File: src/hdl/cipu_pkg.sv
package cipu_pkg;

  localparam int unsigned DataW = 32;
  localparam int unsigned ExpW  = 8;
  localparam int unsigned ProdW = 2 * DataW;
  localparam int unsigned AccW  = ProdW + 2;

  localparam logic signed [DataW-1:0] SatMax = {1'b0, {(DataW-1){1'b1}}};
  localparam logic signed [DataW-1:0] SatMin = {1'b1, {(DataW-1){1'b0}}};

  typedef struct packed {
    logic signed [DataW-1:0] z_real;
    logic signed [DataW-1:0] z_imag;
    logic signed [ExpW-1:0]  exponent;
  } in_word_t;

  typedef struct packed {
    logic signed [DataW-1:0] w_real;
    logic signed [DataW-1:0] w_imag;
    logic                    overflow;
  } out_word_t;

  typedef struct packed {
    logic                    busy;
    logic                    done;
    logic                    ovf;
    logic signed [DataW-1:0] re;
    logic signed [DataW-1:0] im;
  } cmul_status_t;

endpackage

File: src/hdl/cipu_cell.sv
module cipu_cell
  import cipu_pkg::*;
(
  input  logic clk_i,
  input  logic rst_ni,
  input  logic load_i,
  input  logic shift_i,
  input  logic load_bit_i,
  input  logic next_bit_i,
  input  logic next_any_i,
  output logic bit_o,
  output logic any_o
);

  logic bit_q, bit_d;

  always_comb begin
    bit_d = bit_q;
    if (load_i) begin
      bit_d = load_bit_i;
    end else if (shift_i) begin
      bit_d = next_bit_i;
    end
  end

  always_ff @(posedge clk_i or negedge rst_ni) begin
    if (!rst_ni) begin
      bit_q <= 1'b0;
    end else begin
      bit_q <= bit_d;
    end
  end

  assign bit_o = bit_q;
  assign any_o = bit_q | next_any_i;

endmodule

File: src/hdl/cipu_cmul.sv
module cipu_cmul
  import cipu_pkg::*;
#(
  parameter int unsigned FRAC_BITS = 24
) (
  input  logic                    clk_i,
  input  logic                    rst_ni,
  input  logic                    start_i,
  input  logic signed [DataW-1:0] a_re_i,
  input  logic signed [DataW-1:0] a_im_i,
  input  logic signed [DataW-1:0] b_re_i,
  input  logic signed [DataW-1:0] b_im_i,
  output cmul_status_t            status_o
);

  localparam logic [2:0] LastCnt = 3'd5;

  logic                    busy_q;
  logic [2:0]              cnt_q;
  logic signed [DataW-1:0] op_a, op_b;
  logic signed [ProdW-1:0] prod_q;
  logic signed [AccW-1:0]  acc_re_q, acc_im_q;
  logic signed [AccW-1:0]  sh_re, sh_im;
  logic                    ovf_re, ovf_im;

  always_comb begin
    unique case (cnt_q)
      3'd0: begin
        op_a = a_re_i;
        op_b = b_re_i;
      end
      3'd1: begin
        op_a = a_im_i;
        op_b = b_im_i;
      end
      3'd2: begin
        op_a = a_re_i;
        op_b = b_im_i;
      end
      default: begin
        op_a = a_im_i;
        op_b = b_re_i;
      end
    endcase
  end

  always_ff @(posedge clk_i or negedge rst_ni) begin
    if (!rst_ni) begin
      busy_q <= 1'b0;
      cnt_q  <= 3'd0;
    end else if (start_i) begin
      busy_q <= 1'b1;
      cnt_q  <= 3'd0;
    end else if (busy_q) begin
      if (cnt_q == LastCnt) begin
        busy_q <= 1'b0;
      end else begin
        cnt_q <= cnt_q + 3'd1;
      end
    end
  end

  always_ff @(posedge clk_i) begin
    if (busy_q) begin
      prod_q <= op_a * op_b;
      unique case (cnt_q)
        3'd1:    acc_re_q <= AccW'(prod_q);
        3'd2:    acc_re_q <= acc_re_q - AccW'(prod_q);
        3'd3:    acc_im_q <= AccW'(prod_q);
        3'd4:    acc_im_q <= acc_im_q + AccW'(prod_q);
        default: ;
      endcase
    end
  end

  assign sh_re  = acc_re_q >>> FRAC_BITS;
  assign sh_im  = acc_im_q >>> FRAC_BITS;
  assign ovf_re = !((&sh_re[AccW-1:DataW-1]) || !(|sh_re[AccW-1:DataW-1]));
  assign ovf_im = !((&sh_im[AccW-1:DataW-1]) || !(|sh_im[AccW-1:DataW-1]));

  always_comb begin
    status_o.busy = busy_q;
    status_o.done = busy_q && (cnt_q == LastCnt);
    status_o.ovf  = ovf_re | ovf_im;
    status_o.re   = ovf_re ? (sh_re[AccW-1] ? SatMin : SatMax) : sh_re[DataW-1:0];
    status_o.im   = ovf_im ? (sh_im[AccW-1] ? SatMin : SatMax) : sh_im[DataW-1:0];
  end

endmodule

File: src/hdl/complex_integer_power_unit.sv
// Complex integer power unit: w = z ** exponent in signed fixed point.
// The input channel (in_valid_i, in_ready_o, in_word_i) takes one word holding
// the base z and a signed exponent; the output channel (out_valid_o,
// out_ready_i, out_word_o) returns one word with the power and a sticky
// overflow flag for each input word, in order.
// The exponent is held in a row of bit cells that shifts toward the least
// significant bit after each squaring. One complex multiplier with a single
// 32 by 32 bit multiplier serves all products, one complex product at a time.
// An exponent with n significant bits and k set bits needs k products into
// the result and n - 1 squarings; an exponent of zero or below needs none.
// One word is in work at a time; in_ready_o is high while the unit is idle.
// A finished word sits in the output register, and a new input word is
// accepted while it waits; a second finished word waits until the receiver
// takes the first. A stalled receiver therefore stalls the input after one word.
// Reset clears all control state and drops any word in flight.
module complex_integer_power_unit
  import cipu_pkg::*;
#(
  parameter int unsigned FRAC_BITS = 24,
  parameter int unsigned EXP_BITS  = 8
) (
  input  logic      clk_i,
  input  logic      rst_ni,
  input  logic      in_valid_i,
  output logic      in_ready_o,
  input  in_word_t  in_word_i,
  output logic      out_valid_o,
  input  logic      out_ready_i,
  output out_word_t out_word_o
);

  typedef enum logic [2:0] {
    StIdle,
    StStep,
    StMul,
    StSqr,
    StDone
  } state_e;

  localparam logic signed [DataW-1:0] One = DataW'(1) << FRAC_BITS;

  state_e                  state_q;
  logic signed [DataW-1:0] rr_q, ri_q, vr_q, vi_q;
  logic                    ovf_q;
  logic                    out_valid_q;
  out_word_t               out_q;

  logic                    in_acc;
  logic [EXP_BITS-1:0]     exp_eff;
  logic                    exp_pos;
  logic [EXP_BITS:0]       bits;
  logic [EXP_BITS:0]       anys;
  logic                    shift;
  logic                    start;
  logic                    out_free;
  logic signed [DataW-1:0] a_re, a_im;
  cmul_status_t            cm;

  assign in_ready_o = (state_q == StIdle);
  assign in_acc     = in_valid_i && in_ready_o;
  assign exp_eff    = EXP_BITS'($unsigned(in_word_i.exponent));
  assign exp_pos    = !exp_eff[EXP_BITS-1] && (|exp_eff);
  assign shift      = (state_q == StSqr) && cm.done;
  assign out_free   = !out_valid_q || out_ready_i;

  assign bits[EXP_BITS] = 1'b0;
  assign anys[EXP_BITS] = 1'b0;

  for (genvar k = 0; k < EXP_BITS; k++) begin : g_cell
    cipu_cell u_cell (
      .clk_i      (clk_i),
      .rst_ni     (rst_ni),
      .load_i     (in_acc),
      .shift_i    (shift),
      .load_bit_i (exp_pos & exp_eff[k]),
      .next_bit_i (bits[k+1]),
      .next_any_i (anys[k+1]),
      .bit_o      (bits[k]),
      .any_o      (anys[k])
    );
  end

  always_comb begin
    start = 1'b0;
    unique case (state_q)
      StStep:  start = anys[0];
      StMul:   start = cm.done && anys[1];
      default: start = 1'b0;
    endcase
  end

  assign a_re = (state_q == StSqr) ? vr_q : rr_q;
  assign a_im = (state_q == StSqr) ? vi_q : ri_q;

  cipu_cmul #(
    .FRAC_BITS (FRAC_BITS)
  ) u_cmul (
    .clk_i    (clk_i),
    .rst_ni   (rst_ni),
    .start_i  (start),
    .a_re_i   (a_re),
    .a_im_i   (a_im),
    .b_re_i   (vr_q),
    .b_im_i   (vi_q),
    .status_o (cm)
  );

  always_ff @(posedge clk_i or negedge rst_ni) begin
    if (!rst_ni) begin
      state_q     <= StIdle;
      out_valid_q <= 1'b0;
    end else begin
      if ((state_q == StDone) && out_free) begin
        out_valid_q <= 1'b1;
      end else if (out_valid_q && out_ready_i) begin
        out_valid_q <= 1'b0;
      end
      unique case (state_q)
        StIdle: begin
          if (in_acc) begin
            state_q <= StStep;
          end
        end
        StStep: begin
          if (!anys[0]) begin
            state_q <= StDone;
          end else if (bits[0]) begin
            state_q <= StMul;
          end else begin
            state_q <= StSqr;
          end
        end
        StMul: begin
          if (cm.done) begin
            state_q <= anys[1] ? StSqr : StDone;
          end
        end
        StSqr: begin
          if (cm.done) begin
            state_q <= StStep;
          end
        end
        StDone: begin
          if (out_free) begin
            state_q <= StIdle;
          end
        end
        default: state_q <= StIdle;
      endcase
    end
  end

  always_ff @(posedge clk_i) begin
    if (in_acc) begin
      rr_q  <= One;
      ri_q  <= '0;
      vr_q  <= in_word_i.z_real;
      vi_q  <= in_word_i.z_imag;
      ovf_q <= 1'b0;
    end
    if ((state_q == StMul) && cm.done) begin
      rr_q  <= cm.re;
      ri_q  <= cm.im;
      ovf_q <= ovf_q | cm.ovf;
    end
    if (shift) begin
      vr_q  <= cm.re;
      vi_q  <= cm.im;
      ovf_q <= ovf_q | cm.ovf;
    end
    if ((state_q == StDone) && out_free) begin
      out_q.w_real   <= rr_q;
      out_q.w_imag   <= ri_q;
      out_q.overflow <= ovf_q;
    end
  end

  assign out_valid_o = out_valid_q;
  assign out_word_o  = out_q;

`ifndef ASSERT_OFF
  a_idle_mul_quiet: assert property (@(posedge clk_i) disable iff (!rst_ni)
    (state_q == StIdle) |-> !cm.busy)
    else $error("multiplier busy while unit is idle");

  a_accept_to_step: assert property (@(posedge clk_i) disable iff (!rst_ni)
    in_acc |=> (state_q == StStep))
    else $error("accepted word did not start stepping");

  a_square_needed: assert property (@(posedge clk_i) disable iff (!rst_ni)
    shift |-> anys[1])
    else $error("square issued with no higher exponent bit left");

  a_nonpos_no_work: assert property (@(posedge clk_i) disable iff (!rst_ni)
    (in_acc && !exp_pos) |=> !anys[0])
    else $error("exponent of zero or below loaded set bits");
`endif

endmodule

File: config.mk
export PLATFORM = sky130hd
export DESIGN_NAME = complex_integer_power_unit
export DESIGN_NICKNAME = d
export VERILOG_FILES = /design/src/hdl/cipu_pkg.sv /design/src/hdl/cipu_cell.sv /design/src/hdl/cipu_cmul.sv /design/src/hdl/complex_integer_power_unit.sv
export SDC_FILE = /design/constraint.sdc
export NUM_CORES = 2
export LEC_CHECK = 0
export BUFFER_PORTS_ARGS = -buffer_cell sky130_fd_sc_hd__buf_2
export CAP_MARGIN = 10
export CORE_UTILIZATION = 41
export CTS_BUF_LIST = sky130_fd_sc_hd__clkbuf_2
export DETAILED_ROUTE_END_ITERATION = 10
export PLACE_DENSITY_LB_ADDON = 0.05
export SYNTH_ARGS = -nofsm -noshare
export SYNTH_HDL_FRONTEND = slang
export SYNTH_SLANG_ARGS = --single-unit
export TNS_END_PERCENT = 100
File: constraint.sdc
create_clock -name clk_i -period 18.4 [get_ports clk_i]
set_input_delay 1.84 -clock clk_i [delete_from_list [all_inputs] [get_ports clk_i]]
set_output_delay 1.84 -clock clk_i [all_outputs]
set_load 0.1 [all_outputs]
# ---- Word level (Yosys, flattened, before mapping)
# Cells that the tools add are included.
dict set report totals {
  ff_bits 406
  inputBits 76
  out_inout_bits 67
}
dict set report classes {
  add_sub_neg 3
  multipliers 1
  n_eq_ne 14
  mux 54
  n_bitwise 17
  n_reduce_logical 37
}
# op count
set ops {}
lappend ops {{two-way mux 32 bit} 16}
lappend ops {{case mux 66 bit (2 select lines)} 2}
lappend ops {{adder 66 x 64 -> 66 bit} 1}
lappend ops {{subtractor 66 x 64 -> 66 bit} 1}
lappend ops {{multiplier 32 x 32 -> 64 bit} 1}
lappend ops {{two-way mux 3 bit} 9}
lappend ops {{two-way mux 1 bit} 25}
lappend ops {{AND reduction 11 bit} 2}
lappend ops {{OR reduction 11 bit} 2}
lappend ops {{case mux 3 bit (5 select lines)} 1}
lappend ops {{equality test 3 x 2 -> 1 bit (second input constant)} 4}
lappend ops {{nonzero test 2 bit} 6}
lappend ops {{equality test 3 bit (second input constant)} 3}
lappend ops {{bitwise OR 1 bit} 9}
lappend ops {{bitwise AND 1 bit} 8}
lappend ops {{logical AND 1 bit} 8}
lappend ops {{!= test 2 bit (second input constant)} 4}
lappend ops {{OR reduction 8 bit} 1}
lappend ops {{equality test 3 x 1 -> 1 bit (second input constant)} 2}
lappend ops {{logical NOT 1 bit} 6}
lappend ops {{logical NOT 3 bit} 2}
lappend ops {{AND reduction 2 bit} 3}
lappend ops {{AND reduction 4 bit} 1}
lappend ops {{OR reduction 2 bit} 2}
lappend ops {{5 further kinds} 7}

# ---- Longest topological paths before layout
dict set report logic_depth {
  word_depth 10
  ltp_mapped 35
  mapped_depth_nobuf 32
}

# ---- Cells and area by module
# From an unflattened synthesis, not the netlist that was laid out.
dict set report hier_totals {
  cells_unflattened 6300
  hier_area_um2 60885.9
}
# mod instances cells_per_inst area_each_um2 seq_area_each_um2
set modules_own_cells {}
lappend modules_own_cells {cipu_cmul 1 5806 52137.5 5985.7}
lappend modules_own_cells {complex_integer_power_unit 1 454 8348.0 5925.7}
lappend modules_own_cells {cipu_cell 8 5 50.0 25.0}

# ---- Least setup slack after synthesis
# Ideal clock, no wire load.
dict set report synth_path {
  path_kind {register to register}
  startpoint {register u_cmul.cnt_q[0]}
  endpoint {register u_cmul.prod_q[63], data pin}
  t_arrival_ns 8.872
  required_time_ns 18.140
  slack_ns 9.268
  stages_incl_launch_ff 30
  path_buffers 3
  cell_sequence {dfrtp_1 -> inv_1 -> ha_1 -> o21bai_1 -> clkbuf_1 -> buf_1 -> mux2_2 -> clkbuf_1 -> nand2_1 -> inv_1 -> fa_1 -> fa_1 -> fa_1 -> fa_1 -> inv_1 -> fa_1 -> inv_1 -> fa_1 -> fa_1 -> fa_1 -> ha_1 -> a21o_1 -> a21o_1 -> a21oi_1 -> nand3_1 -> a311oi_2 -> a211oi_2 -> a211o_1 -> a21oi_1 -> xnor2_1}
}
dict set report synth_via {
  elab_chain_cells 4
  word_cells_on_any_way 8
  cone_classes {mul: 1; eq/ne: 2; mux: 2; reduce/logical: 3}
}
# item line_no
set synth_lines {}
lappend synth_lines {{from (decl)} cipu_cmul.sv:19} ;# logic [2:0] cnt_q;
lappend synth_lines {{from (signal assigned)} cipu_cmul.sv:58} ;# cnt_q <= cnt_q + 3'd1;
lappend synth_lines {{equality test 3 x 2 -> 1 bit, or another cell as far along} cipu_cmul.sv:27} ;# unique case (cnt_q)
lappend synth_lines {{OR reduction 2 bit (no source line)} n/a}
lappend synth_lines {{two-way mux 32 bit} cipu_cmul.sv:27}
lappend synth_lines {{multiplier 32 x 32 -> 64 bit (*)} cipu_cmul.sv:65} ;# prod_q <= op_a * op_b;
lappend synth_lines {{to (signal assigned)} cipu_cmul.sv:65}
lappend synth_lines {{to (decl)} cipu_cmul.sv:21} ;# logic signed [ProdW-1:0] prod_q;
# Every way passes the cells marked *; elsewhere a longest branch is shown, timed or not.
# A chain may end at the register's enable or synchronous reset.

# ---- Worst setup path in the final report
# Ends and elaborated chain as after synthesis.

==> impl_metrics.json <==
{
  "cp_slowest_cell": "fa_1",
  "rr_endpoint": "u_cmul.prod_q[63]",
  "r2r_slack_ns": 7.31,
  "drcViolationCount": 0,
  "insertion_delay_ns": 1.32,
  "dpl.hpwl_um": 166000,
  "seqCellArea_um2": 12100,
  "hp-class": "primary input to asynchronous set/reset pin",
  "synth_seq_area_share_pct": 20.3,
  "die_w_um": 384,
  "syn-mean-instance-area_um2": 9.34,
  "ys_warn_count": 0,
  "setup_viol": 0,
  "cp_max_fo": 32,
  "cp-end-kind": "flip-flop",
  "track_usage_pct": 29.6,
  "grt_overflow": 0,
  "initialDrtViolationCount": 3793,
  "setup_tns_ns": 0,
  "grt_max_degree": 105,
  "worstRegToRegCells": 28,
  "synth.area.top_cells": "fa_1 36%, edfxtp_1 20%, ha_1 6.7%, inv_1 6.6%, nor2_1 5.4%",
  "syn_to_final_growth_pct": 6.96,
  "syn_nets": 7879,
  "fill_cells": 14300,
  "synthDistinctLibCells": 106,
  "crit_buf_inv": 6,
  "wire_per_inst_um": 25.3,
  "design_area_um2": 64000,
  "initial_core_util_pct": 41.5,
  "maxSlewHeadroom_pct": 21.4,
  "synth_common_cells": "1084 x fa_1, 1058 x inv_1, 857 x nor2_1, 794 x nand2_1, 390 x edfxtp_1",
  "cp_common_cell": "fa_1",
  "reg2reg_from": "u_cmul.cnt_q[0]",
  "hold_viol": 0,
  "arrival_ns": 12.11,
  "firstDrtPassIters": 6,
  "final_max_slew_viol_count": 0,
  "rsz0062_at_grt": "false",
  "gp_congestion": 0.952,
  "antenna_found_initial": 10,
  "pre_cts_ws_ns": 7.38,
  "whs_ns": 0.453,
  "finalCriticalPeriod_ns": 11.09,
  "synth_top_area_share_pct": 36.3,
  "root_buffer": "clkbuf_2",
  "nNetsFinal": 7945,
  "startpoint_type": "flip-flop",
  "grt_pass1_vias": 47500,
  "yosysMostFrequentCell": "fa_1",
  "drive_above_1_share_pct": 8.50,
  "postCtsSetupRepairBufs": 0,
  "crit_type": "flip-flop to flip-flop",
  "required_ns": 19.42,
  "cts_resized": 0,
  "via_count": 46000,
  "die-area_um2": 147000,
  "placementRows": 139,
  "synth-main-ff-cell": "edfxtp_1",
  "tightest_slew_ns": 1.17,
  "path_delay_family": "adder cells",
  "cts.path.max_buffers": 3,
  "cts_sinks": 406,
  "fin_skew_ns": 0.0735,
  "period_share_pct": 60.3,
  "pin_count": 143,
  "cts_tree": "yes",
  "die_y_um": 384,
  "drv_cap": 0,
  "status": "finished clean",
  "layout_setup_ws_ns": 7.31,
  "placed_area_um2": 63000,
  "core_um2": 144000,
  "netlist_area_um2": 59800,
  "async_flop_share_pct": 3.94,
  "max_freq_ghz": 0.0902,
  "max_stage_delay_ns": 1.09,
  "routed_wl_um": 214000,
  "viasPerCell": 5.44,
  "cts.clk_slew.worst_paths_ns": 0.13,
  "synth_cells": 6401,
  "synth-seq-cells": 406,
  "multiInputGateArea_um2": 42900,
  "htree_levels": 3,
  "yosysTopAreaCell": "fa_1",
  "cts_buffers": 99,
  "io_buffers": 142,
  "hold_buffers": 0,
  "synth_edf_count": 390,
  "grt_pass1_wl_um": 317000,
  "ant_nets": 0
}
==> cell usage in the layout, fill, tap and decap left out, types with 109 or more instances in the layout <==
cell         n
fa_1      1084
inv_1     1057
nor2_1     853
nand2_1    791
edfxtp_1   390
a21oi_1    327
ha_1       318
o21ai_0    213
clkbuf_2   142
buf_2      142
buf_4      123
a21o_1     117
xnor2_1    109
==> sequential cells by signal (all words and copies together), names as in the netlist <==
register             flops
ovf_q                    1
vi_q                    32
u_cmul.acc_re_q         66
state_q                  3
out_word_o              65
u_cmul.acc_im_q         66
ri_q                    32
vr_q                    32
g_cell.u_cell.bit_o      8
u_cmul.prod_q           64
u_cmul.cnt_q             3
out_valid_o              1
u_cmul.busy_q            1
rr_q                    32
==> cell type report <==
class	count	area share, %
diodes	8	0.0313
clock buffers	142	1.11
clock inverters	37	0.340
inverters	1059	6.21
multi-input cells	4636	67.1
flip-flops and latches	406	18.9
well taps	1903	3.72
repair buffers	265	2.55
==> worst register-to-register path: cells and delay by family (launching register included) <==
family / cells / cell delay (ns)
adder cells (fa/ha/maj): 10 / 5.48
multiplexers: 1 / 0.72
XOR/XNOR: 1 / 0.08
buffers and inverters: 6 / 2.13
AO/OA/AOI/OAI: 8 / 1.72
flip-flops: 1 / 0.44
AND/OR/NAND/NOR: 2 / 0.25
==> worst max-delay path by stage <==
stage | depth (start not counted) | start | to | slack (ns)
floorplan | 29 | u_cmul.cnt_q[0] | u_cmul.prod_q[63] | 9.27
global placement | 28 | u_cmul.cnt_q[0] | u_cmul.prod_q[63] | 7.62
detailed placement | 28 | u_cmul.cnt_q[0] | u_cmul.prod_q[63] | 7.38
CTS | 28 | u_cmul.cnt_q[0] | u_cmul.prod_q[63] | 7.33
global route | 28 | u_cmul.cnt_q[0] | u_cmul.prod_q[63] | 6.87
finish | 28 | u_cmul.cnt_q[0] | u_cmul.prod_q[63] | 7.31
==> metal layers <==
layer  wire, µm  global-route usage, %  vias to the layer above  part of all wire, %
met2     105000                   50.5                     1458                   49
li1           -                      -                    20500                    -
met1      89200                   39.3                    23800                   42
met3      13100                   4.25                      259                  6.1
met4       6160                   7.59                        0                  2.9
met5          0                      0                        -                    0
==> cell families (layout without fill, tap and decap cells) <==
| family | count (synthesis) | count (layout) | share of synthesized area [%] |
|---|---|---|---|
| AND/OR/NAND/NOR | 2001 | 2001 | 13.9 |
| adder cells (fa/ha/maj) | 1402 | 1402 | 42.9 |
| buffers and inverters | 1359 | 1503 | 8.60 |
| AO/OA/AOI/OAI | 1002 | 1002 | 10.8 |
| flip-flops | 406 | 406 | 20.3 |
| XOR/XNOR | 173 | 173 | 2.53 |
| multiplexers | 58 | 58 | 1.03 |
| other | 0 | 8 | 0 |
==> per-stage QoR <==
step,instances,util [%]
6_report,8456,44.4
4_1_cts,8448,44.4
2_1_floorplan,6401,-
5_1_grt,8453,44.4
3_3_place_gp,8269,43.7
3_5_place_dp,8269,43.7
Power is left out: the tool's default activity adds up to more than one toggle a clock period on the data nets, which glitch-free logic cannot reach.
